File: config.mk
export PLATFORM = sky130hd
export DESIGN_NAME = bounded_sorted_priority_queue
export DESIGN_NICKNAME = d
export VERILOG_FILES = /design/src/rtl/bspq_pkg.sv /design/src/rtl/bspq_cell.sv /design/src/rtl/bounded_sorted_priority_queue.sv
export SDC_FILE = /design/constraint.sdc
export NUM_CORES = 2
export LEC_CHECK = 0
export BUFFER_PORTS_ARGS = -buffer_cell sky130_fd_sc_hd__buf_2
export CORE_MARGIN = 3
export CORE_UTILIZATION = 25
export CTS_BUF_LIST = sky130_fd_sc_hd__clkbuf_4
export DETAILED_ROUTE_END_ITERATION = 7
export PLACE_DENSITY = 0.5
export SLEW_MARGIN = 15
export SYNTH_ARGS = -nofsm -noshare
export SYNTH_HDL_FRONTEND = slang
export SYNTH_SLANG_ARGS = --single-unit
File: constraint.sdc
create_clock -name clock -period 9.63 [get_ports clock]
set_input_delay 1.4445 -clock clock [delete_from_list [all_inputs] [get_ports clock]]
set_output_delay 1.4445 -clock clock [all_outputs]
set_load 0.1 [all_outputs]
File: src/rtl/bspq_pkg.sv
// ---------------------------------------------------------------------------
// bspq_pkg
// Types and codes of the bounded sorted priority queue.
// ---------------------------------------------------------------------------
package bspq_pkg;

   typedef enum logic [0:0] {
      CMD_INSERT = 1'b0,
      CMD_REMOVE = 1'b1
   } cmd_type;

   typedef enum logic [1:0] {
      STATUS_DONE     = 2'd0,
      STATUS_DISABLED = 2'd1,
      STATUS_EMPTY    = 2'd2
   } status_type;

   localparam int CONF_W  = 16;
   localparam int TAG_W   = 32;
   localparam int COUNT_OUT_W = 5;

   typedef struct packed {
      logic [CONF_W-1:0] confidence;
      logic [TAG_W-1:0]  tag;
   } entry_type;

   // per-cycle command broadcast to every cell
   typedef struct packed {
      logic insert;
      logic remove;
   } cell_ctrl_type;

endpackage

File: src/rtl/bspq_cell.sv
// ---------------------------------------------------------------------------
// bspq_cell
// One slot of the sorted row: compare against the new entry, then keep,
// take the new entry or shift from a neighbor.
// ---------------------------------------------------------------------------
module bspq_cell #(
   parameter int INDEX   = 0,
   parameter int COUNT_W = 5
) (
   input  logic                   clock,
   input  bspq_pkg::cell_ctrl_type ctrl,
   input  bspq_pkg::entry_type    new_entry,
   input  bspq_pkg::entry_type    left_entry,
   input  logic                   left_keep,
   input  bspq_pkg::entry_type    right_entry,
   input  logic [COUNT_W-1:0]     count,
   output logic                   keep,
   output bspq_pkg::entry_type    entry,
   output bspq_pkg::entry_type    entry_next
);
   import bspq_pkg::*;

   localparam logic [COUNT_W-1:0] IDX = COUNT_W'(INDEX);

   entry_type entry_ff;
   entry_type entry_in;
   logic      occupied;

   assign occupied = IDX < count;
   // stored entry ranks strictly above the new one: it stays put
   assign keep     = occupied && (entry_ff.confidence > new_entry.confidence);

   always_comb begin
      entry_in = entry_ff;
      if (ctrl.insert) begin
         if (!keep) begin
            entry_in = left_keep ? new_entry : left_entry;
         end
      end else if (ctrl.remove) begin
         entry_in = right_entry;
      end
   end

   always_ff @(posedge clock) begin
      entry_ff <= entry_in;
   end

   assign entry      = entry_ff;
   assign entry_next = entry_in;

endmodule

File: src/rtl/bounded_sorted_priority_queue.sv
// ---------------------------------------------------------------------------
// bounded_sorted_priority_queue
// Sorted store of up to MAX_ENTRIES (confidence, tag) entries, highest first,
// built as a row of compare-and-shift cells.
// ---------------------------------------------------------------------------
//
//  channel | ports                                   | direction
//  --------+-----------------------------------------+----------
//  req     | req_valid/ready, cmd, confidence, tag   | in
//  rsp     | rsp_valid/ready, status, top_*, count   | out
//  csr     | csr_valid/ready, csr_queue_enable       | in
//
//  Every cell compares and shifts in the cycle the request is accepted;
//  the response lands in an output register.
//  A new request is taken while the response is taken, so one per cycle.
//  Reset clears the fill count, the enable and the response valid; slot
//  contents are left as they are and only slots below the count are read.
//  A stalled response holds the request channel off.
//
module bounded_sorted_priority_queue #(
   parameter int MAX_ENTRIES = 16
) (
   input  logic                            clock,
   input  logic                            reset,
   // request channel
   input  logic                            req_valid,
   output logic                            req_ready,
   input  logic                            req_cmd,
   input  logic [bspq_pkg::CONF_W-1:0]     req_entry_confidence,
   input  logic [bspq_pkg::TAG_W-1:0]      req_entry_tag,
   // response channel
   output logic                            rsp_valid,
   input  logic                            rsp_ready,
   output logic [1:0]                      rsp_status,
   output logic                            rsp_top_valid,
   output logic [bspq_pkg::CONF_W-1:0]     rsp_top_confidence,
   output logic [bspq_pkg::TAG_W-1:0]      rsp_top_tag,
   output logic [bspq_pkg::COUNT_OUT_W-1:0] rsp_entry_count,
   // configuration
   input  logic                            csr_valid,
   output logic                            csr_ready,
   input  logic                            csr_queue_enable
);
   import bspq_pkg::*;

   localparam int COUNT_W = $clog2(MAX_ENTRIES + 1);
   localparam logic [COUNT_W-1:0] MAX_COUNT = COUNT_W'(MAX_ENTRIES);
   localparam logic [COUNT_W-1:0] ONE       = COUNT_W'(1);

   logic               enable_ff;
   logic [COUNT_W-1:0] count_ff, count_in;
   logic               rsp_valid_ff;
   logic [1:0]         status_ff;
   logic               top_valid_ff;
   entry_type          top_ff;
   logic [COUNT_OUT_W-1:0] count_out_ff;

   logic               accept;
   cell_ctrl_type      ctrl;
   entry_type          new_entry;
   status_type         status;
   logic               top_valid;
   logic [COUNT_W+COUNT_OUT_W-1:0] count_ext;

   entry_type cell_entry [MAX_ENTRIES];
   entry_type cell_next  [MAX_ENTRIES];
   logic      cell_keep  [MAX_ENTRIES];

   assign csr_ready = 1'b1;
   assign req_ready = !rsp_valid_ff || rsp_ready;
   assign accept    = req_valid && req_ready;

   assign new_entry.confidence = req_entry_confidence;
   assign new_entry.tag        = req_entry_tag;

   // decode the request against enable and fill level
   always_comb begin
      ctrl     = '0;
      status   = STATUS_DONE;
      count_in = count_ff;
      if (!enable_ff) begin
         status = STATUS_DISABLED;
      end else if (req_cmd == CMD_INSERT) begin
         ctrl.insert = accept;
         // a full store drops either the tail or the new entry itself
         if (count_ff < MAX_COUNT) begin
            count_in = count_ff + ONE;
         end
      end else if (count_ff == '0) begin
         status = STATUS_EMPTY;
      end else begin
         ctrl.remove = accept;
         count_in    = count_ff - ONE;
      end
   end

   // the cell row; slot 0 is the top of the queue
   for (genvar i = 0; i < MAX_ENTRIES; i++) begin : g_cell
      entry_type left_entry, right_entry;
      logic      left_keep;
      if (i == 0) begin : g_first
         assign left_entry = new_entry;
         assign left_keep  = 1'b1;
      end else begin : g_mid
         assign left_entry = cell_entry[i-1];
         assign left_keep  = cell_keep[i-1];
      end
      if (i == MAX_ENTRIES - 1) begin : g_last
         // slot past the end after a remove is beyond the count
         assign right_entry = new_entry;
      end else begin : g_inner
         assign right_entry = cell_entry[i+1];
      end
      bspq_cell #(
         .INDEX   (i),
         .COUNT_W (COUNT_W)
      ) u_cell (
         .clock       (clock),
         .ctrl        (ctrl),
         .new_entry   (new_entry),
         .left_entry  (left_entry),
         .left_keep   (left_keep),
         .right_entry (right_entry),
         .count       (count_ff),
         .keep        (cell_keep[i]),
         .entry       (cell_entry[i]),
         .entry_next  (cell_next[i])
      );
   end

   assign top_valid = enable_ff && (count_in != '0);
   assign count_ext = {{COUNT_OUT_W{1'b0}}, count_in};

   // control registers
   always_ff @(posedge clock) begin
      if (reset) begin
         enable_ff    <= 1'b0;
         count_ff     <= '0;
         rsp_valid_ff <= 1'b0;
      end else begin
         if (csr_valid && csr_ready) begin
            enable_ff <= csr_queue_enable;
         end
         if (accept) begin
            count_ff <= count_in;
         end
         if (accept) begin
            rsp_valid_ff <= 1'b1;
         end else if (rsp_ready) begin
            rsp_valid_ff <= 1'b0;
         end
      end
   end

   // response payload
   always_ff @(posedge clock) begin
      if (accept) begin
         status_ff    <= status;
         top_valid_ff <= top_valid;
         top_ff       <= top_valid ? cell_next[0] : '0;
         count_out_ff <= count_ext[COUNT_OUT_W-1:0];
      end
   end

   assign rsp_valid          = rsp_valid_ff;
   assign rsp_status         = status_ff;
   assign rsp_top_valid      = top_valid_ff;
   assign rsp_top_confidence = top_ff.confidence;
   assign rsp_top_tag        = top_ff.tag;
   assign rsp_entry_count    = count_out_ff;

endmodule

==> reports/results.tsv <==
stage	metric	value	unit
logic_synthesis	synth_compound_area_share	13.1	%
floorplan	die_area	0.194	mm²
clock_tree	cts_tree	yes	
clock_tree	clock_path_buffers	3	
setup_path	critPathCaptureType	flip-flop	
setup_path	crit_fanout	49	
logic_synthesis	ys_seq_area_share	51.8	%
clock_tree	postCtsHoldBufs	0	
final_layout	final_common_cell	nand2_1	
run_status	outcome	completed	
place	place_hpwl	92.0	mm
setup_path	ff2ff_setup_slack	5.05	ns
pwr	vdd.ir_drop.worst	89.2	µV
logic_synthesis	synth_area	0.0471	mm²
logic_synthesis	synthSimpleGateAreaFrac	15.0	%
logic_synthesis	ys_types	65	
setup_path	worst_ep_required_time	10.38	ns
timing	relSlewSlack	26.0	%
setup_path	criticalPathCategory	in -> reg	
detailed_routing	vias	37017	
global_route	antenna_found_initial	21	
clock_tree	cts_root_buf	clkbuf_4	
setup_path	slowest_delay	0.65	ns
setup_path	critical-path-top-delay-family	buffers and inverters	
timing	report.final.setup_viol	0	
timing	worstMarginPinSlew	1.11	ns
setup_path	critical_path.cell_chain	buf_2, inv_1, ha_1, nand4_1, or4_1, or3_1, and3_2, buf_4, o21ai_4, buf_4	
logic_synthesis	synth_nets	5075	
final_layout	drive_gt1_share	12.9	%
floorplan	die_w	440	µm
detailed_routing	drcViolationCount	0	
floorplan	coreArea	0.186	mm²
clock_tree	htreeDepth	4	
timing	final_max_slew_viol_count	0	
timing	fin_tns_setup	0	ns
global_route	grt_usage	14.7	%
pwr	p_leak	21.0	nW
clock_tree	cts.repair.resized	0	
timing	fmax	0.196	GHz
clock_tree	cts_sinks	831	
global_route	grt-ovfl-total	0	
detailed_routing	drt_iter0_drc	2475	
final_layout	areaGrowthSynthToFinish	12.2	%
logic_synthesis	synth-adder-area-share	6.91	%
logic_synthesis	avgSynthCellArea	9.90	µm²
logic_synthesis	synth-seq-cells	831	
timing	skew	0.0785	ns
detailed_routing	first_pass_iters	6	
setup_path	slowest_stage	o21ai_4	
setup_path	crit_buf_inv	4	
clock_tree	clk_pin_slew	0.07	ns
detailed_routing	wl_per_cell	19.5	µm
global_route	grt_max_degree	209	
timing	timing.final.crit_share	53.0	%
final_layout	nNetsFinal	5084	
clock_tree	worst_skew_pair.late_latency	1.20	ns
logic_synthesis	synth_ff_type	edfxtp_1	
setup_path	arrival	5.85	ns
logic_synthesis	synth_edf_count	776	
floorplan	die_y	440	µm
place	io_buffers	112	
clock_tree	post-cts-setup-buffers	0	
pwr	p_per_area	157	mW/mm²
final_layout	layout_common_cells	997 x nand2_1, 776 x edfxtp_1, 424 x a21oi_1, 409 x o21ai_0, 382 x mux2i_1	
detailed_routing	via_per_inst	4.98	
timing	holdWs	0.511	ns
logic_synthesis	synth_top_family_by_area	simple AND/OR/NAND/NOR gates	
logic_synthesis	synth_warnings	0	
logic_synthesis	synth_xor_xnor_area_share	0.0372	%
logic_synthesis	synth_async_sr_flop_share	0	%
detailed_routing	antenna_left	0	
floorplan	ios	114	
place	place_congestion	0.814	
setup_path	crit_top_cell	buf_4	
logic_synthesis	syn_inst	4760	
setup_path	start_kind	primary input	
logic_synthesis	synth.area.mux_share	9.26	%
global_route	grt_pass1_vias	37445	
flow_run	max_cap_violations	0	
min_path	hold_path_class	reg -> reg	
clock_tree	cts_buffers	219	
timing	finalCriticalPeriod	5.10	ns
global_route	grt_first_pass_wirelength	224	mm
floorplan	start_util	25.3	%
timing	rsz0062_at_grt	false	
detailed_routing	wirelength	145	mm
timing	hold_viol	0	
floorplan	rows	158	
==> path summary, 6_finish.rpt <==
kind / to / depth (start not counted) / startpoint
setup / recovery: g_cell[2].u_cell.entry[19] / 10 / req_entry_confidence[13]
hold / removal: g_cell[5].u_cell.entry[27] / 2 / g_cell[6].u_cell.entry[27]
setup reg to reg: g_cell[15].u_cell.entry[6] / 8 / enable_ff
hold reg to reg: g_cell[5].u_cell.entry[27] / 2 / g_cell[6].u_cell.entry[27]
==> stage by stage <==
step                      setup WS (ns)  instances  area, µm²  util, %  power, W
after detailed placement           3.39       7027      50000     26.8   0.00508
after CTS                          4.70       7420      52800     28.3   0.00840
after global placement             3.47       7027      50000     26.8   0.00506
after floorplan                    2.08       4760      47100        -   0.00484
after global routing               4.44       7426      52900     28.4   0.00870
final                              4.53       7432      52900     28.4   0.00829
==> flip-flops by register name (all words and copies together), names as in the netlist <==
name	flops
rsp_top_tag	32
rsp_top_valid	1
count_ff	5
g_cell.u_cell.entry	768
rsp_entry_count	5
enable_ff	1
rsp_status	2
rsp_valid	1
rsp_top_confidence	16
==> cells by family (layout without fill, tap and decap cells) <==
family                   after synthesis  count (layout)
flip-flops                           831             831
XOR/XNOR                               2               2
buffers and inverters                443             624
other                                  1              12
AND/OR/NAND/NOR                     1672            1672
multiplexers                         430             430
AO/OA/AOI/OAI                       1121            1121
adder cells (fa/ha/maj)              260             260
==> layer usage <==
| layer | GRT usage [%] | part of all wire [%] |
|---|---|---|
| met5 | 0 | 0.0089 |
| met4 | 4.14 | 1.9 |
| met3 | 2.47 | 5.0 |
| met2 | 23.7 | 46 |
| met1 | 20.1 | 47 |
==> Yosys cell counts, drive strengths merged (7+ instances only) <==
library cell,instances,area (µm²)
nand2,1006,3780
mux2i,382,3820
a31oi,150,938
nand3,76,380
mux2,48,541
nor2,358,1340
a21o,30,225
a221oi,7,73.8
o211ai,26,195
nor3,44,231
nand2b,10,62.6
a21oi,427,2140
nor2b,13,81.3
edfxtp,776,23300
dfxtp,55,1100
clkbuf,267,1000
nand4,40,250
and2,52,325
o21a,8,60.1
and3b,48,420
inv,50,188
buf,125,667
ha,260,3250
nor4,9,56.3
o21ai,431,2160
==> report_power, final <==
part / internal (W) / switching [W] / total, W / leakage, nW
Combinational: 0.000276 / 0.000559 / 0.000835 / 11.8
Clock: 0.00165 / 0.00162 / 0.00328 / 1.71
Sequential: 0.00407 / 0.0000991 / 0.00417 / 7.54
Total: 0.00600 / 0.00228 / 0.00829 / 21.0
==> final cells by class <==
cell class,count,area [µm²]
well taps,2480,3100
flip-flops and latches,831,24400
diodes,11,27.5
repair buffers,180,1150
fillers,19714,134000
clock buffers,340,2550
clock inverters,53,298
inverters,51,191
multi-input cells,3486,21100
==> tightest hold or removal path: cells and delay by family, from the launching register on <==
family          cells  cell delay [ns]
flops               1             0.35
simple gates        1             0.05
compound gates      1             0.06
Power figures use the tool's default switching activity.
